**src/rtl/crs_pkg.sv**
```systemverilog
// ----------------------------------------------------------------------------
// crs_pkg: shared types and constants of the Catmull-Rom spline evaluator
// Stream layouts, command and register codes, and the lane select bundle.
// ----------------------------------------------------------------------------
`timescale 1ns / 1ps

package crs_pkg;

  localparam int MaxPoints = 64;
  localparam int IdxW      = $clog2(MaxPoints);
  localparam int CntW      = 7;
  localparam int CoordW    = 32;
  localparam int FracW     = 16;
  localparam int LW        = FracW + 1;   // local t, 0..65536
  localparam int SumW      = 56;          // blend sum at 2^-16 scale
  localparam int FifoDepth = 8;
  localparam int FifoAw    = $clog2(FifoDepth);
  localparam int InDataW   = 136;
  localparam int OutDataW  = 3 * CoordW;

  typedef enum logic {
    CMD_LOAD = 1'b0,
    CMD_EVAL = 1'b1
  } cmd_e;

  typedef enum logic [0:0] {
    CFG_LOOP_MODE   = 1'b0,
    CFG_POINT_COUNT = 1'b1
  } cfg_idx_e;

  typedef struct packed {
    logic [1:0]               pad;
    logic signed [CoordW-1:0] curve_param;
    logic signed [CoordW-1:0] coord_z;
    logic signed [CoordW-1:0] coord_y;
    logic signed [CoordW-1:0] coord_x;
    logic [IdxW-1:0]          point_index;
  } in_tdata_t;

  typedef struct packed {
    logic signed [CoordW-1:0] out_z;
    logic signed [CoordW-1:0] out_y;
    logic signed [CoordW-1:0] out_x;
  } out_tdata_t;

  // store addresses of the four control points and local t of one request
  typedef struct packed {
    logic [3:0][IdxW-1:0] idx;
    logic [LW-1:0]        l;
  } sel_t;

  typedef struct packed {
    logic valid;
    logic zero;
  } ctl_t;

endpackage

```
**src/rtl/crs_front.sv**
```systemverilog
// ----------------------------------------------------------------------------
// crs_front: segment and neighbor selection, shared powers of local t
// Splits t into segment and local t, picks four store addresses, and
// computes u^2 and u^3 once for all lanes.
// ----------------------------------------------------------------------------
`timescale 1ns / 1ps

module crs_front (
  input  logic                              clk_i,
  input  logic                              rst_ni,
  input  logic                              eval_i,
  input  logic                              loop_mode_i,
  input  logic [crs_pkg::CntW-1:0]          point_count_i,
  input  logic signed [crs_pkg::CoordW-1:0] curve_param_i,
  output crs_pkg::sel_t                     sel_o,
  output logic [crs_pkg::LW-1:0]            l_o,
  output logic [crs_pkg::LW-1:0]            u2_o,
  output logic [crs_pkg::LW-1:0]            u3_o,
  output crs_pkg::ctl_t                     ctl_o
);

  localparam int PW    = crs_pkg::IdxW + 2;
  localparam int ProdW = crs_pkg::FracW + crs_pkg::CntW;
  localparam int SqW   = 2 * crs_pkg::LW;
  localparam int Stages = 5;

  function automatic logic [crs_pkg::IdxW-1:0] pick_idx(
    input logic signed [PW-1:0]     p,
    input logic [crs_pkg::CntW-1:0] n,
    input logic                     loop_m
  );
    logic signed [PW-1:0] sn;
    logic signed [PW-1:0] w;
    sn = $signed({1'b0, n});
    w  = p;
    if (loop_m) begin
      if (w < 0) w = w + sn;
      if (w >= sn) w = w - sn;
      if (w >= sn) w = w - sn;   // one point: up to two wraps
    end else begin
      if (p < 0) w = '0;
      else if (p >= sn) w = sn - PW'(1);
    end
    return w[crs_pkg::IdxW-1:0];
  endfunction

  logic [crs_pkg::CntW-1:0]   n;
  logic                       t_neg;
  logic                       t_end;
  logic                       direct;
  logic [ProdW-1:0]           prod;
  logic [crs_pkg::IdxW-1:0]   seg;
  logic [crs_pkg::IdxW-1:0]   seg_raw;
  logic [crs_pkg::FracW-1:0]  l_raw;
  logic [crs_pkg::IdxW-1:0]   k_end;
  logic signed [PW-1:0]       base;
  crs_pkg::sel_t              sel_d;
  crs_pkg::sel_t              sel_q;
  logic [SqW-1:0]             sq;
  logic [SqW-1:0]             cu;
  logic [crs_pkg::LW-1:0]     l2_q, u2_q;
  logic [crs_pkg::LW-1:0]     l3_q, u2b_q, u3_q;
  crs_pkg::ctl_t              ctl_d;
  crs_pkg::ctl_t              ctl_q [Stages];

  always_comb begin
    n = (point_count_i > crs_pkg::CntW'(crs_pkg::MaxPoints))
        ? crs_pkg::CntW'(crs_pkg::MaxPoints) : point_count_i;
    t_neg   = curve_param_i[crs_pkg::CoordW-1];
    t_end   = !t_neg && (|curve_param_i[crs_pkg::CoordW-2:crs_pkg::FracW]);
    direct  = !loop_mode_i && (t_neg || t_end);
    prod    = ProdW'(curve_param_i[crs_pkg::FracW-1:0]) * ProdW'(n);
    seg_raw = prod[crs_pkg::FracW+crs_pkg::IdxW-1:crs_pkg::FracW];
    l_raw   = prod[crs_pkg::FracW-1:0];
    k_end   = t_neg ? '0 : crs_pkg::IdxW'(n - crs_pkg::CntW'(1));

    // exact boundary: previous segment with local t of one
    if (l_raw == '0 && seg_raw != '0) begin
      seg     = seg_raw - crs_pkg::IdxW'(1);
      sel_d.l = crs_pkg::LW'(1) << crs_pkg::FracW;
    end else begin
      seg     = seg_raw;
      sel_d.l = {1'b0, l_raw};
    end

    base = $signed({2'b00, seg}) - PW'(1);
    for (int k = 0; k < 4; k++) begin
      sel_d.idx[k] = pick_idx(base + PW'(k), n, loop_mode_i);
    end

    // open ends: all taps on one point with l = 0 reproduce it exactly
    if (direct) begin
      sel_d.l = '0;
      for (int k = 0; k < 4; k++) begin
        sel_d.idx[k] = k_end;
      end
    end

    ctl_d.valid = eval_i;
    ctl_d.zero  = (n == '0);
  end

  assign sq = SqW'(sel_q.l) * SqW'(sel_q.l);
  assign cu = SqW'(u2_q) * SqW'(l2_q);

  always_ff @(posedge clk_i) begin
    sel_q <= sel_d;
    l2_q  <= sel_q.l;
    u2_q  <= sq[crs_pkg::LW+crs_pkg::FracW-1:crs_pkg::FracW];
    l3_q  <= l2_q;
    u2b_q <= u2_q;
    u3_q  <= cu[crs_pkg::LW+crs_pkg::FracW-1:crs_pkg::FracW];
  end

  always_ff @(posedge clk_i or negedge rst_ni) begin
    if (!rst_ni) begin
      for (int s = 0; s < Stages; s++) begin
        ctl_q[s] <= '0;
      end
    end else begin
      ctl_q[0] <= ctl_d;
      for (int s = 1; s < Stages; s++) begin
        ctl_q[s] <= ctl_q[s-1];
      end
    end
  end

  assign sel_o = sel_q;
  assign l_o   = l3_q;
  assign u2_o  = u2b_q;
  assign u3_o  = u3_q;
  assign ctl_o = ctl_q[Stages-1];

endmodule

```
**config.mk**
```make
export PLATFORM = sky130hd
export DESIGN_NAME = crs_front
export DESIGN_NICKNAME = d
export VERILOG_FILES = /design/src/rtl/crs_pkg.sv /design/src/rtl/crs_front.sv
export SDC_FILE = /design/constraint.sdc
export NUM_CORES = 2
export LEC_CHECK = 0
export ABC_AREA = 1
export BUFFER_PORTS_ARGS = -buffer_cell sky130_fd_sc_hd__buf_2
export CORE_MARGIN = 8
export CORE_UTILIZATION = 50
export CTS_BUF_LIST = sky130_fd_sc_hd__clkbuf_4 sky130_fd_sc_hd__clkbuf_8 sky130_fd_sc_hd__clkbuf_16
export DETAILED_ROUTE_END_ITERATION = 10
export PLACE_DENSITY = 0.7
export SLEW_MARGIN = 20
export SYNTH_ARGS = -nofsm -noshare
export SYNTH_HDL_FRONTEND = slang
export SYNTH_SLANG_ARGS = --single-unit
```
**constraint.sdc**
```tcl
create_clock -name clk_i -period 6.69 [get_ports clk_i]
set_clock_uncertainty 0.2 [all_clocks]
set_input_delay 0.3345 -clock clk_i [delete_from_list [all_inputs] [get_ports clk_i]]
set_output_delay 0.3345 -clock clk_i [all_outputs]
set_load 0.03 [all_outputs]
```
## Word level (Yosys, flattened, before mapping)

Cells that the tools add are included.

| operators by class | value |
|---|---|
| add/sub/neg operators | 19 |
| reduce and logical (&&, ||, !) cells | 11 |
| $mul | 3 |
| muxes and demuxes | 37 |
| order comparisons | 17 |

Operators by type and width:

| operator | number |
|---|---|
| 8-bit 2-to-1 mux | 16 |
| 6-bit 2-to-1 mux | 18 |
| 8-bit greater-or-equal comparator | 11 |
| 17-bit by 17-bit multiplier with 33-bit output | 2 |
| 41-bit 2-to-1 mux | 1 |
| 8-bit subtractor | 4 |
| 8-bit adder | 3 |
| 8-bit by 1-bit < comparator with 1-bit output (second input constant) | 3 |
| 6-bit subtractor | 4 |
| 16-bit by 7-bit multiplier with 22-bit output | 1 |
| 6-bit by 1-bit subtractor with 6-bit output (second input constant) | 3 |
| 17-bit 2-to-1 mux | 1 |
| 7-bit by 3-bit adder with 8-bit output (second input constant) | 2 |
| 16-bit logical NOT | 1 |
| 15-bit OR reduction | 1 |
| 7-bit by 2-bit adder with 8-bit output (second input constant) | 1 |
| 7-bit by 8-bit adder with 8-bit output | 1 |
| 7-bit by 8-bit greater-or-equal comparator with 1-bit output | 1 |
| 7-bit greater-than comparator (second input constant) | 1 |
| 7-bit logical NOT | 1 |
| 7-bit by 1-bit < comparator with 1-bit output (second input constant) | 1 |
| 7-bit 2-to-1 mux | 1 |
| 6-bit by 1-bit subtractor with 7-bit output (second input constant) | 1 |
| 6-bit nonzero test | 1 |
| 4 further kinds | 7 |

| storage, ports and cells | value |
|---|---|
| output and inout bits | 94 |
| input bits | 43 |
| bits in registers | 136 |

## Logic depth before layout (Yosys ltp)

| depth | value |
|---|---|
| depth in word-level cells | 18 |
| gate-level depth with buffers | 79 |
| gate-level depth less buffers | 77 |

## Least setup slack after synthesis

Ideal clock, no wire load.

| timing path | value |
|---|---|
| kind | input -> register |
| from | in point_count_i[5] (netlist bit) |
| to | reg sel_q (netlist bit sel_o[29]) |
| arrival time | 11293 ps |
| buffers on the path | 2 |
| data required time | 6375 ps |
| stages on the path | 71 |
| slack | -4919 ps |
| cells stage by stage | inv_1 > nand2_1 > nor3_1 > nand2_1 > nand2_1 > inv_1 > nor2_1 > inv_1 > clkbuf_1 > nor2_1 > fa_1 > fa_1 > fa_1 > inv_1 > fa_1 > inv_1 > ha_1 > nand2_1 > [35 not listed] > nand2_1 > and2_1 > ha_1 > inv_1 > fa_1 > a221oi_1 > a21oi_1 > o21ai_0 > nand2_1 > a21oi_1 > a31oi_1 > nand2_1 > buf_2 > nand3_1 > nand3_1 > nand2_1 > nand2_1 > nand2_1 |

RTL lines:

| what | line | source |
|---|---|---|
| from (decl) | crs_front.sv:13 | `input logic [crs_pkg::CntW-1:0] point_count_i,` |
| to (signal assigned) | crs_front.sv:107 | `sel_q <= sel_d;` |
| to (decl) | crs_front.sv:58 | `crs_pkg::sel_t sel_q;` |

==> impl_metrics.tcl <==
set metrics [dict create \
    run_status "finished with violations" \
    failed_checks "setup timing" \
    cts_made_buffers 17 \
    slowest_delay_ns 0.51 \
    fillers 4817 \
    hp-class "in2reg" \
    dieArea_um2 68000 \
    min_period_ns 10.18 \
    overflow 0 \
    clock_latency_ns 0.49 \
    clock_sink_count 136 \
    hold_viol 0 \
    mostFrequentLayoutCell "nand2_1" \
    async_flop_share_pct 7.35 \
    io_pins 137 \
    critPathKind "in2reg" \
    ant_nets 0 \
    clockBufferDepth 2 \
    required_ns 6.86 \
    maxSlewHeadroom_pct 38.3 \
    routed_via_density 5.08 \
    netlist_area_um2 30000 \
    layout.area.seq_um2 2810 \
    drt_iter0_markers 1659 \
    root_buffer "clkbuf_16" \
    worstMarginPinSlew_ns 0.913 \
    rsz0062_at_grt "yes" \
    antenna_found_initial 4 \
    grt_pass1_wl_mm 141 \
    fp.coreArea_um2 59100 \
    startpoint "point_count_i[5]" \
    synthFlopType "dfxtp_1" \
    die_y_um 261 \
    post_synth_num_cell_types 57 \
    worst_slack_ns -3.49 \
    critPathTopFamily "adder cells" \
    cts_tree "yes" \
    fp.dieW_um 261 \
    vias 27400 \
    yosysSeqAreaShare_pct 9.25 \
    fin_crit_sh_pct 152 \
    grt_max_degree 29 \
    final_cell_mix "928 x nand2_1, 918 x inv_1, 641 x buf_4" \
    num_rows 89 \
    initial_core_util_pct 50.7 \
    h-tree-depth 4 \
    place.gp.congestion 0.966 \
    setup_violations 24 \
    fin_nets 5510 \
    r2r_start "sel_o[3]$_SDFF_PP0_" \
    area_delta_synth_final_pct 29.0 \
    slew_violations 0 \
    path_buf_inv 19 \
    clk_pin_slew_ns 0.08 \
    hold_start "curve_param_i[23]" \
    crit_path_start_kind "input port" \
    crit_path_top_delay_cell "fa_1" \
    crit_fanout 7 \
    drtPass1Iterations 5 \
    multi_input_area_um2 24600 \
    synth_cells 3914 \
    path_common_cell "nand2_1" \
    critPathArrivalTime_ns 10.35 \
    wl_per_cell_um 16.3 \
    port_buffers 136 \
    ys_ff_latch 136 \
    drt-total-wl_mm 88.2 \
    grt_usage_pct 25.9 \
    drive_gt1_share_pct 26.1 \
    final_area_um2 38600 \
    grt_pass1_vias 28400 \
    avgSynthCellArea_um2 7.65 \
    hpwl_mm 70.8 \
    synth_nets 4812 \
    synth_edf_count 0 \
    max_freq_mhz 98.2 \
    yosys_warnings 0 \
    place_area_um2 35900 \
    maxCapViolCount 0 \
    drc 0 \
    cp-end-kind "flop" \
]
==> repair_timing <==
item / 4_1_cts / 5_1_grt
hold buffers: 4 / 0
pin swaps: 133 / 114
hold endpoints to repair: 11 / 0
buffers inserted: 82 / 29
resized for setup: 137 / 161
gates cloned: 1 / 0
setup endpoints to repair: 27 / 37
==> worst paths after layout <==
| kind | end | slack [ns] | depth (start not counted) |
|---|---|---|---|
| worst min-delay path | sel_o[16]$_SDFF_PP0_ | 0.11 | 4 |
| max in group asynchronous | ctl_o[0]$_DFF_PN0_ | 4.81 | 4 |
| worst max-delay path | sel_o[20]$_DFF_P_ | -3.49 | 73 |
| min in group asynchronous | ctl_o[1]$_DFF_PN0_ | 0.51 | 3 |
| worst max register to register | u2_q[15]$_DFF_P_ | 0.26 | 20 |
| worst min register to register | ctl_q[5]$_DFF_PN0_ | 0.15 | 0 |
==> logic make-up after synthesis <==
family                   after synthesis  synth area share, %
AND/OR/NAND/NOR                     1415                 19.5
buffers and inverters               1100                 13.9
adder cells (fa/ha/maj)              855                 48.0
AO/OA/AOI/OAI                        294                 5.96
flip-flops                           136                 9.25
XOR/XNOR                             114                 3.36
==> registers in the layout (all words and copies together), names as in the netlist <==
signal	flops
sel_o	41
l2_q	17
l_o	17
u2_o	17
u2_q	17
u3_o	17
ctl_q	8
ctl_o	2
==> worst min-delay path, stage by stage <==
cell and delay, ns:
buf_2 0.07, nor4_1 0.04, nand4_1 0.20, a21oi_1 0.12
==> metrics by stage <==
step / util [%] / TNS [ns] / std cells / hold WS (ns) / worst slack, ns
2_1_floorplan: - / -78.46 / 3914 / -0.161 / -3.33
3_3_place_gp: 60.8 / -88.93 / 5251 / -0.00220 / -3.84
3_5_place_dp: 60.8 / -95.81 / 5251 / -0.00122 / -4.06
4_1_cts: 63.9 / -72.91 / 5369 / 0.0371 / -3.09
5_1_grt: 65.3 / -91.52 / 5401 / 0.103 / -3.98
6_report: 65.3 / -79.93 / 5402 / 0.112 / -3.49
==> synth_stat cells, types with 5 or more instances <==
library cell	instances	area share, %
o221ai_1	5	0.15
nor3_1	14	0.23
nor2_1	173	2.2
nand2_2	18	0.38
o21a_1	8	0.20
a21o_1	5	0.13
o2111ai_1	9	0.26
dfxtp_1	126	8.4
xnor2_1	43	1.3
a31oi_1	5	0.10
inv_2	12	0.15
xor2_1	70	2.0
o21ai_0	54	0.90
fa_1	491	33
inv_1	956	12
dfrtp_1	10	0.84
nand3b_1	19	0.48
o211ai_1	22	0.55
buf_2	5	0.084
nand2_1	992	12
clkbuf_1	114	1.4
nand3_1	134	2.2
o31ai_1	5	0.13
buf_4	5	0.13
a211oi_1	7	0.18
o21ai_1	11	0.18
or2_2	15	0.31
ha_1	364	15
a21oi_1	126	2.1
nand4_1	26	0.54
o21bai_1	20	0.50
==> cell type report <==
type	count	area share (%)
Clock inverter	15	0.398
Multi-Input combinational cell	2678	63.7
Antenna cell	4	0.0259
Tap cell	773	2.50
Clock buffer	17	1.10
Timing Repair Buffer	807	15.4
Inverter	972	9.62
Sequential cell	136	7.26
==> per-layer routing <==
metal  wire, µm  up-vias  global-route usage, %
met4       3170        2                   8.89
li1           -    13100                      -
met1      36300    13300                   32.2
met3       6210      214                   5.36
met2      42500      864                   44.6
met5         13        -                      0
Power is left out: the tool's default activity adds up to more than one toggle a clock period on the data nets, which glitch-free logic cannot reach.
