### config.mk
export PLATFORM = sky130hd
export DESIGN_NAME = crs_merge
export DESIGN_NICKNAME = d
export VERILOG_FILES = /design/src/rtl/crs_pkg.sv /design/src/rtl/crs_merge.sv
export SDC_FILE = /design/constraint.sdc
export NUM_CORES = 1
export LEC_CHECK = 0
export ABC_CLOCK_PERIOD_IN_PS = 24600
export BUFFER_PORTS_ARGS = -buffer_cell sky130_fd_sc_hd__buf_4
export CORE_UTILIZATION = 30
export DETAILED_ROUTE_END_ITERATION = 10
export PLACE_DENSITY_LB_ADDON = 0.15
export REMOVE_ABC_BUFFERS = 1
export SETUP_SLACK_MARGIN = 0.15
export SLEW_MARGIN = 10
export SYNTH_ARGS = -nofsm -noshare
export SYNTH_HDL_FRONTEND = slang
export SYNTH_SLANG_ARGS = --single-unit
### constraint.sdc
create_clock -name clk_i -period 24.6 [get_ports clk_i]
set_input_delay 2.46 -clock clk_i [delete_from_list [all_inputs] [get_ports clk_i]]
set_output_delay 2.46 -clock clk_i [all_outputs]
set_load 0.005 [all_outputs]
### src/rtl/crs_pkg.sv
// ----------------------------------------------------------------------------
// crs_pkg: shared types and constants of the Catmull-Rom spline evaluator
// Stream layouts, command and register codes, and the lane select bundle.
// ----------------------------------------------------------------------------
`timescale 1ns / 1ps

package crs_pkg;

  localparam int MaxPoints = 64;
  localparam int IdxW      = $clog2(MaxPoints);
  localparam int CntW      = 7;
  localparam int CoordW    = 32;
  localparam int FracW     = 16;
  localparam int LW        = FracW + 1;   // local t, 0..65536
  localparam int SumW      = 56;          // blend sum at 2^-16 scale
  localparam int FifoDepth = 8;
  localparam int FifoAw    = $clog2(FifoDepth);
  localparam int InDataW   = 136;
  localparam int OutDataW  = 3 * CoordW;

  typedef enum logic {
    CMD_LOAD = 1'b0,
    CMD_EVAL = 1'b1
  } cmd_e;

  typedef enum logic [0:0] {
    CFG_LOOP_MODE   = 1'b0,
    CFG_POINT_COUNT = 1'b1
  } cfg_idx_e;

  typedef struct packed {
    logic [1:0]               pad;
    logic signed [CoordW-1:0] curve_param;
    logic signed [CoordW-1:0] coord_z;
    logic signed [CoordW-1:0] coord_y;
    logic signed [CoordW-1:0] coord_x;
    logic [IdxW-1:0]          point_index;
  } in_tdata_t;

  typedef struct packed {
    logic signed [CoordW-1:0] out_z;
    logic signed [CoordW-1:0] out_y;
    logic signed [CoordW-1:0] out_x;
  } out_tdata_t;

  // store addresses of the four control points and local t of one request
  typedef struct packed {
    logic [3:0][IdxW-1:0] idx;
    logic [LW-1:0]        l;
  } sel_t;

  typedef struct packed {
    logic valid;
    logic zero;
  } ctl_t;

endpackage

### src/rtl/crs_merge.sv
// ----------------------------------------------------------------------------
// crs_merge: lane merge and output queue
// Joins the three lane results into one result, queues it, and grants
// input credit so the queue can never overflow.
// ----------------------------------------------------------------------------
`timescale 1ns / 1ps

module crs_merge (
  input  logic                              clk_i,
  input  logic                              rst_ni,
  input  logic                              eval_i,
  input  crs_pkg::ctl_t                     ctl_i,
  input  logic signed [crs_pkg::CoordW-1:0] x_i,
  input  logic signed [crs_pkg::CoordW-1:0] y_i,
  input  logic signed [crs_pkg::CoordW-1:0] z_i,
  output logic                              credit_o,
  output logic                              m_tvalid_o,
  input  logic                              m_tready_i,
  output crs_pkg::out_tdata_t               m_tdata_o
);

  localparam int CntW = crs_pkg::FifoAw + 1;

  crs_pkg::out_tdata_t       fifo_q [crs_pkg::FifoDepth];
  crs_pkg::out_tdata_t       wr_data;
  logic [crs_pkg::FifoAw-1:0] wr_ptr_q, rd_ptr_q;
  logic [CntW-1:0]            count_q, pend_q;
  logic                       push, pop;

  assign push = ctl_i.valid;
  assign pop  = m_tvalid_o && m_tready_i;

  always_comb begin
    if (ctl_i.zero) begin
      wr_data = '0;
    end else begin
      wr_data.out_x = x_i;
      wr_data.out_y = y_i;
      wr_data.out_z = z_i;
    end
  end

  always_ff @(posedge clk_i) begin
    if (push) begin
      fifo_q[wr_ptr_q] <= wr_data;
    end
  end

  always_ff @(posedge clk_i or negedge rst_ni) begin
    if (!rst_ni) begin
      wr_ptr_q <= '0;
      rd_ptr_q <= '0;
      count_q  <= '0;
      pend_q   <= '0;
    end else begin
      if (push) wr_ptr_q <= wr_ptr_q + crs_pkg::FifoAw'(1);
      if (pop) rd_ptr_q <= rd_ptr_q + crs_pkg::FifoAw'(1);
      count_q <= count_q + CntW'(push) - CntW'(pop);
      // requests in flight or queued
      pend_q  <= pend_q + CntW'(eval_i) - CntW'(pop);
    end
  end

  assign credit_o   = pend_q < CntW'(crs_pkg::FifoDepth);
  assign m_tvalid_o = count_q != '0;
  assign m_tdata_o  = fifo_q[rd_ptr_q];

endmodule

# Yosys cells after proc, flatten, opt, wreduce, memory -nomap -nowiden
# Memory sizes are Yosys's and may differ from the RTL's.
# Cells that the tools add are included.
op_classes:
  n_addsub: 6
  order_cmp: 1
  n_mux: 3
  reduce_logical: 2
op_table:
  columns: ["operator", "count"]
  rows:
  - ["$mux W96", 1]
  - ["$add A4 B1 Y4", 2]
  - ["$sub A4 B1 Y4", 2]
  - ["$add A3 B1 Y3 const B", 2]
  - ["$lt A4 B4 Y1 const B", 1]
  - ["$reduce_bool A4 Y1", 1]
  - ["$mux W1", 2]
  - ["$logic_and A1 B1 Y1", 1]
totals:
  reg_bits: 14
  ram_bits: 768
  elab_cells: 17
  memories: 1
memory_table:
  columns: ["name", "depth", "width", "read_ports", "rd_clocked_by_memory_dff", "write_ports", "line", "text"]
  rows:
  - ["fifo_q", 8, 96, 1, 0, 1, "crs_merge.sv:24", "crs_pkg::out_tdata_t fifo_q [crs_pkg::FifoDepth];"]

# Longest topological paths before layout
# Gate-level depths: netlist (run 1).
depth:
  word_depth: 3
  mapped_depth: 9
  mapped_depth_nobuf: 9

# Worst setup path after synthesis (run 1)
# No wires, ideal clock.
synth_path:
  path_type: "in2reg"
  start: "input port ctl_i[1] (netlist bit)"
  end: "memory fifo_q[0][0] (netlist bit), enable pin"
  setup_time_ns: 0.668
  arrival_ns: 9.049
  required_ns: 23.932
  path_slack_ns: 14.883
  stages: 2
  n_path_buf: 0
  path_cell_list: "nand2b_1 nor3_1"
synth_between:
  elab_chain_cells: 2
synth_lines:
  columns: ["item", "line", "text"]
  rows:
  - ["from (decl)", "crs_merge.sv:12", "input crs_pkg::ctl_t ctl_i,"]
  - ["$mux W1", "crs_merge.sv:44", "if (push) begin"]
  - ["$mux W1 (implied by the code)", "crs_merge.sv:45", "fifo_q[wr_ptr_q] <= wr_data;"]
  - ["to (decl)", "crs_merge.sv:24", null]
# No other way between the ends.

==> results of run 1 <==
[kinds of logic after synthesis]
group,after synthesis
compound gates,4
xor+xnor,10
buf+inv,72
simple gates,116
flops,782
mux,291
fa+ha+maj,11
[cells in the mapped netlist]
cell type / count / area [sq um]
sky130_fd_sc_hd__fa_1: 2 / 40.0
sky130_fd_sc_hd__buf_6: 19 / 214
sky130_fd_sc_hd__nand3_1: 1 / 5.00
sky130_fd_sc_hd__nor3_1: 2 / 10.0
sky130_fd_sc_hd__xnor2_1: 7 / 61.3
sky130_fd_sc_hd__mux4_2: 192 / 4320
sky130_fd_sc_hd__clkbuf_1: 29 / 109
sky130_fd_sc_hd__buf_1: 10 / 37.5
sky130_fd_sc_hd__nor2b_1: 96 / 601
sky130_fd_sc_hd__a21o_1: 2 / 15.0
sky130_fd_sc_hd__a21oi_1: 2 / 10.0
sky130_fd_sc_hd__or2_2: 2 / 12.5
sky130_fd_sc_hd__dfrtp_1: 14 / 350
sky130_fd_sc_hd__nor2_1: 7 / 26.3
sky130_fd_sc_hd__or3b_2: 1 / 8.76
sky130_fd_sc_hd__nand2_1: 4 / 15.0
sky130_fd_sc_hd__ha_1: 9 / 113
sky130_fd_sc_hd__xor2_1: 3 / 26.3
sky130_fd_sc_hd__inv_1: 8 / 30.0
sky130_fd_sc_hd__mux2_2: 98 / 1100
sky130_fd_sc_hd__edfxtp_1: 768 / 23100
sky130_fd_sc_hd__nand2b_1: 3 / 18.8
sky130_fd_sc_hd__mux2i_1: 1 / 10.0
sky130_fd_sc_hd__buf_2: 6 / 30.0
[per-layer routing]
| metal | share of wire [%] | GRT usage, % | up-vias | routed length (um) |
|---|---|---|---|---|
| li1 | - | - | 5864 | - |
| met1 | 44 | 18.0 | 7243 | 30900 |
| met2 | 49 | 22.8 | 256 | 34200 |
| met5 | 0.059 | 0 | - | 41 |
| met4 | 1.8 | 3.96 | 6 | 1260 |
| met3 | 4.9 | 3.13 | 99 | 3420 |
[metrics by stage]
| step | total power [mW] | area (sq um) | worst slack [ns] | utilization [%] | cells |
|---|---|---|---|---|---|
| after CTS | 4.31 | 35800 | 17.39 | 35.8 | 2899 |
| after global routing | 4.42 | 35800 | 17.25 | 35.8 | 2899 |
| after global placement | 3.11 | 33300 | 18.11 | 33.3 | 2752 |
| final | 4.20 | 35800 | 17.73 | 35.8 | 2899 |
| after floorplan | 2.73 | 29800 | 13.84 | - | 1222 |
| after detailed placement | 3.11 | 33300 | 18.11 | 33.3 | 2752 |
[flip-flops by register name, indices dropped and copies added, names as in the netlist]
register / count
count_q: 4
fifo_q: 768
pend_q: 4
rd_ptr_q: 3
wr_ptr_q: 3
[power breakdown]
group / internal (mW) / switching [mW] / leakage, nW
Clock: 0.682 / 0.500 / 1.26
Sequential: 1.68 / 0.0769 / 7.26
Combinational: 0.655 / 0.610 / 3.16
Total: 3.02 / 1.19 / 11.7
[worst max-delay path: cells and delay by family, from the launching register on]
kind	cells	cell delay, ns
buffers and inverters	3	1.78
DFF	1	0.99
muxes	2	0.88
[area by class of cell]
type	count	area [sq um]	area share [%]
Sequential cell	782	23400	65.4
Multi-Input combinational cell	432	6450	18.0
Clock buffer	107	2270	6.34
Timing Repair Buffer	232	1740	4.86
Tap cell	1298	1620	4.53
Clock inverter	40	284	0.793
Inverter	8	30.0	0.0838
[final timing paths]
| check | from | to | slack [ns] | cells after the start |
|---|---|---|---|---|
| min | wr_ptr_q[1]$_DFFE_PN0P_ | wr_ptr_q[1]$_DFFE_PN0P_ | 0.57 | 1 |
| min reg2reg | wr_ptr_q[1]$_DFFE_PN0P_ | wr_ptr_q[1]$_DFFE_PN0P_ | 0.57 | 1 |
| max | rd_ptr_q[0]$_DFFE_PN0P_ | m_tdata_o[23] | 17.73 | 5 |
| max reg2reg | wr_ptr_q[2]$_DFFE_PN0P_ | fifo_q[1][36]$_DFFE_PP_ | 21.70 | 3 |
| max in group asynchronous | rst_ni | rd_ptr_q[2]$_DFFE_PN0P_ | 22.69 | 1 |
| min in group asynchronous | rst_ni | count_q[0]$_DFF_PN0_ | 1.68 | 1 |
==> parameters.txt, run 1 <==
Parameter                              Value

Detailed routing
  Vias/cell    4.65
  Routed Wire Length    about 70000 um
  DRC viols    0
  Average wire length per cell after detail routing    24.1 um
  DRC marker count from the first detailed-route iteration    approximately 840
  Total number of vias    13500
  Number of detailed-route iterations in the first pass    4
  Remaining antenna violation count    0

Worst setup path
  Series of cell instances along the critical path    buf_4 > buf_4 > mux4_2 > mux2_2 > buf_4
  Crit-path max cell delay    0.99 ns
  Setup CP Type    flip-flop to primary output
  Data arrival time of the worst path    4.41 ns
  Crit path top cell by count    sky130_fd_sc_hd__buf_4
  Crit. End Element    primary output
  Critical-path top delay cell    sky130_fd_sc_hd__dfrtp_4
  CP required    22.14 ns
  Startpoint kind of the worst setup timing path    flip-flop
  Biggest fanout along the worst timing path    47

Clocking
  Clock H-tree levels    3
  Clock tree from TritonCTS    done
  Total setup buffers inserted after CTS    0
  Number of buffers added by the clock tree synthesis step    85
  Maximum number of buffers from clock root to sink    3
  CTS Root Buffer Type    sky130_fd_sc_hd__clkbuf_16
  Worst-Skew Late Latency    0.64 ns
  CTS sink cnt    782
  Clock transition at path regs    0.06 ns
  Number of hold buffers added after cts    0
  Cells resized by post-CTS repair    0

Global routing
  All-layer global routing usage    between 10% and 20%
  Pin count of the biggest net entering global routing    65
  Vias in the first global route    15000
  Antenna violations before repair    4
  Wire length of the first global-routing pass    102000 um
  Total gr overflow    0

Timing
  Final hold violation count    0
  Final setup violating endpoints    0
  Maximum operating frequency    145 MHz
  Tightest hold margin    0.568 ns
  Final-report max-slew violation count    0
  Setup repair after global routing missed its margin    false
  Post-route setup TNS    0 ns
  Share of the cycle needed by the critical path after routing    27.9%
  Slew margin rel.    a little under a third
  Worst slew pin tran    1.04 ns
  Clk_skew    0.0306 ns
  Shortest period the worst path allows    6.87 ns

Logic synthesis
  Register area share after synthesis    77.4%
  Share of the synthesized netlist area taken by xor and xnor gates    0.290%
  Summed instance area of the synthesized netlist    30200 sq um
  Cell count after synthesis    1286
  Average cell area after synthesis    23.5 sq um
  Unique cell type count in the Yosys netlist    24
  Fraction of the mapped netlist area in adder cells    less than 1%
  Simple logic cell fraction of the synthesized area    2.31%
  Compound-Gate Fraction of Synth Area    0.0828%
  Yosys warning count    0
  Largest family of logic cells by synthesized area    multiplexers
  Multiplexer area fraction after synthesis    18.0%
  Total of flip-flops plus latches after synthesis    782

Floorplan
  DIE WIDTH    319 um
  Core area    approximately 100000 sq um
  Starting Density    30.2%
  Number of placement rows    about 120
  Die extent in y    ~320 um
  Die footprint    102000 sq um
  Num ports    200

Finish
  Number of fillers in the final layout    9155
  Area growth, synth to finish    18.5%
  Commonest non-fill, non-tap cells in the layout    sky130_fd_sc_hd__edfxtp_1, sky130_fd_sc_hd__buf_4, sky130_fd_sc_hd__mux4_2
  Share of post-route cells with drive strength above 1    40.5%
  Commonest non-fill, non-tap cell in the layout    sky130_fd_sc_hd__edfxtp_1
  Net count, final    around 1700
  Antenna diode instance count    0

Placed design
  Count of buffers from port buffering    199
  Gpl congestion    around 0.7
  Detailed placement HPWL    36900 um

Power and ir drop
  Leak pwr    approximately 12 nW
  PD cells    117 nW/um^2
  Worst vdd rail ir drop    0.0571 mV

Hold path
  Path class of the lowest-slack min-delay path    flip-flop to flip-flop

Run status
  Status    completed

Job
  Count of maximum capacitance violations    0
Note: power is estimated with default switching activity, not from simulation.
==> run 2, diff against run 1 <==
Settings changed: ABC_AREA set to 1, ABC_CLOCK_PERIOD_IN_PS 24600 to 6900.
Clock period 24.6 ns to 6.9 ns, I/O delays scaled along.
==> parameters.txt, run 2 <==
Parameter                              Value

Floorplan
  Num ports    200 (unchanged)
  DIE WIDTH    344 um (was 319 um)
  Die footprint    118000 sq um (was 102000 sq um)
  Core area    116000 sq um (was 100000 sq um)
  Die extent in y    344 um (was 319 um)
  Starting Density    30.2% (about the same)
  Number of placement rows    125 (was 116)

Timing
  Clk_skew    0.0150 ns (was 0.0306 ns)
  Final-report max-slew violation count    0 (unchanged)
  Share of the cycle needed by the critical path after routing    72.3%
  Post-route setup TNS    0 ns (unchanged)
  Maximum operating frequency    200 MHz
  Shortest period the worst path allows    4.99 ns
  Final setup violating endpoints    0 (unchanged)
  Worst slew pin tran    1.14 ns (was 1.04 ns)
  Setup repair after global routing missed its margin    false (unchanged)
  Final hold violation count    0 (unchanged)
  Slew margin rel.    24.2% (was 30.6%)
  Worst setup margin    1.91 ns (was 17.73 ns)

Clocking
  Number of buffers added by the clock tree synthesis step    90 (was 85)
  Cells resized by post-CTS repair    0 (unchanged)
  CTS sink cnt    782 (unchanged)
  CTS Root Buffer Type    sky130_fd_sc_hd__clkbuf_16 (unchanged)
  Clock tree from TritonCTS    done (unchanged)
  Clock H-tree levels    3 (unchanged)
  Worst-Skew Late Latency    0.66 ns (was 0.64 ns)
  Clock transition at path regs    0.06 ns (about the same)
  Maximum number of buffers from clock root to sink    3 (unchanged)

Worst setup path
  Crit. End Element    primary output (unchanged)
  Biggest fanout along the worst timing path    204 (was 47)
  Setup CP Type    flip-flop to primary output (unchanged)
  Data arrival time of the worst path    4.30 ns (was 4.41 ns)
  CP required    6.21 ns (was 22.14 ns)
  Startpoint kind of the worst setup timing path    flip-flop (unchanged)

Logic synthesis
  Summed instance area of the synthesized netlist    35100 sq um (was 30200 sq um)
  FFs w/ async S/R, synth    1.79% (unchanged)
  Number of synthesized flops with an enable pin    768 (unchanged)
  Top-area cell type share of the netlist area    65.8% (was 76.3%)
  Top cell types by occurrence after synthesis    sky130_fd_sc_hd__nand2_1, sky130_fd_sc_hd__inv_1, sky130_fd_sc_hd__edfxtp_1 (was sky130_fd_sc_hd__edfxtp_1, sky130_fd_sc_hd__mux4_2, sky130_fd_sc_hd__mux2_2)
  Flip-flop cell with the highest count after synthesis    sky130_fd_sc_hd__edfxtp_1 (unchanged)
  Register area share after synthesis    66.8% (was 77.4%)
  Yosys top cell by area    sky130_fd_sc_hd__edfxtp_1 (unchanged)
  Average cell area after synthesis    9.71 sq um (was 23.5 sq um)
  Yosys warning count    0 (unchanged)
  Library cell with the highest instance count after synthesis    sky130_fd_sc_hd__nand2_1 (was sky130_fd_sc_hd__edfxtp_1)
  Cell count after synthesis    3609 (was 1286)
  Leading cell types by total area after synthesis    sky130_fd_sc_hd__edfxtp_1, sky130_fd_sc_hd__nand2_1, sky130_fd_sc_hd__inv_1 (was sky130_fd_sc_hd__edfxtp_1, sky130_fd_sc_hd__mux4_2, sky130_fd_sc_hd__mux2_2)
  Unique cell type count in the Yosys netlist    20 (was 24)
  Total of flip-flops plus latches after synthesis    782 (unchanged)

Power and ir drop
  PD cells    394 nW/um^2 (was 117 nW/um^2)
  Leak pwr    18.8 nW (was 11.7 nW)
  Worst vdd rail ir drop    0.288 mV (was 0.0571 mV)

Detailed routing
  WL met2    43300 um (was 34200 um)
  Vias/cell    4.19 (was 4.65)
  DRC marker count from the first detailed-route iteration    1210 (was 836)
  Average wire length per cell after detail routing    17.2 um (was 24.1 um)
  DRC viols    0 (unchanged)
  Total number of vias    22500 (was 13500)
  Number of detailed-route iterations in the first pass    6 (was 4)
  Post-Route M1 WL    43900 um (was 30900 um)
  Remaining antenna violation count    0 (unchanged)
  Met3 routed WL    3510 um (was 3420 um)
  Highest routed layer    met4 (was met5)
  Routed Wire Length    92400 um (was 69800 um)

Finish
  Flip-flop count of the largest register after layout    768 (unchanged)
  Net count, final    3880 (was 1654)
  Area growth, synth to finish    15.6% (was 18.5%)
  Commonest non-fill, non-tap cells in the layout    sky130_fd_sc_hd__nand2_1, sky130_fd_sc_hd__inv_1, sky130_fd_sc_hd__edfxtp_1 (was sky130_fd_sc_hd__edfxtp_1, sky130_fd_sc_hd__buf_4, sky130_fd_sc_hd__mux4_2)
  Commonest non-fill, non-tap cell in the layout    sky130_fd_sc_hd__nand2_1 (was sky130_fd_sc_hd__edfxtp_1)
  Register ranked first by flip-flop count    fifo_q (unchanged)
  Share of post-route cells with drive strength above 1    9.20% (was 40.5%)
  Antenna diode instance count    0 (unchanged)
  Biggest registers after layout    fifo_q x768, count_q x4, pend_q x4 (unchanged)

Run status
  Status    completed (unchanged)

Placed design
  Detailed placement HPWL    42600 um (was 36900 um)
  Count of buffers from port buffering    199 (unchanged)
  Pre-CTS setup slack    2.74 ns (was 18.11 ns)
  Gpl congestion    0.691 (about the same)

Hold path
  Path class of the lowest-slack min-delay path    input pin to flip-flop (was flip-flop to flip-flop)

Global routing
  Wire length of the first global-routing pass    139000 um (was 102000 um)
  Antenna violations before repair    0 (was 4)
  Total gr overflow    0 (unchanged)
  Vias in the first global route    22200 (was 15000)
  Pin count of the biggest net entering global routing    205 (was 65)
  All-layer global routing usage    15.8% (was 13.8%)

Job
  Count of maximum capacitance violations    0 (unchanged)
## run 2: cell types whose count changed after synthesis, sizes merged, moves of 13 or more
cell    change
buf       +109
nand2    +1261
inv       +875
nor2b      -96
clkbuf     -13
mux4      -192
nand3     +389
mux2       -98
nor2       +97
## run 2: stage by stage
step / instances / hold slack (ns) / total power [mW] / instance area [sq um] / utilization, %
after floorplan: 3449 / 0.394 / 9.66 / 34100 / -
after global placement: 5198 / 0.520 / 11.9 / 37900 / 32.6
after detailed placement: 5198 / 0.541 / 11.9 / 37900 / 32.6
after CTS: 5363 / 0.205 / 16.4 / 40500 / 34.9
after global routing: 5363 / 0.238 / 17.1 / 40500 / 34.9
final: 5363 / 0.256 / 16.0 / 40500 / 34.9
## run 2: kinds of logic after synthesis
family	synth area share [%]
and+or+nand+nor	20.2
DFF	66.8
adders and majority gates	0.435
buffers and inverters	12.3
xor gates and xnor gates	0.200
AOI/OAI and AO/OA	0.0714
## run 2: final cells by class
type / count / area, sq um
Fill cell: 11700 / 75500
Sequential cell: 782 / 23400
Multi-Input combinational cell: 1784 / 7400
Inverter: 883 / 3340
Clock buffer: 126 / 2420
Tap cell: 1524 / 1910
Timing Repair Buffer: 226 / 1790
Clock inverter: 38 / 234
## run 2: final timing paths
check,startpoint,to,slack (ns),cells past startpoint
max,rd_ptr_q[0]$_DFFE_PN0P_,m_tdata_o[4],1.91,8
min,eval_i,pend_q[0]$_DFF_PN0_,0.26,2
max reg2reg,rd_ptr_q[1]$_DFFE_PN0P_,rd_ptr_q[1]$_DFFE_PN0P_,4.10,5
min reg2reg,wr_ptr_q[0]$_DFFE_PN0P_,wr_ptr_q[0]$_DFFE_PN0P_,0.54,2
max in group asynchronous,rst_ni,rd_ptr_q[0]$_DFFE_PN0P_,6.24,2
min in group asynchronous,rst_ni,pend_q[3]$_DFF_PN0_,0.44,2
## run 2: worst max-delay path, stage by stage, from the launching register on
cell                       delay (ns)
sky130_fd_sc_hd__dfrtp_4         1.01
sky130_fd_sc_hd__clkinv_8        0.93
sky130_fd_sc_hd__buf_12          0.56
sky130_fd_sc_hd__nand2_1         0.18
sky130_fd_sc_hd__nand3_1         0.09
sky130_fd_sc_hd__nand2_1         0.11
sky130_fd_sc_hd__nand2_1         0.05
sky130_fd_sc_hd__nand2_1         0.18
sky130_fd_sc_hd__buf_4           0.14
## run 2: power by group
part           internal [mW]  switching [mW]  total [mW]
clock                   2.48            1.92        4.40
combinational           1.83            3.78        5.61
sequential              5.78           0.180        5.96
## run 2: metal layers
layer,vias to the layer above,global-route usage (%)
met5,-,0
met4,0,4.02
met3,112,2.52
met2,312,26.2
met1,10700,21.6
li1,11400,-
## run 2: timing repair
item	CTS	global route
hold endpoints to repair	14	0
hold buffers	1	0
setup buffers	0	0
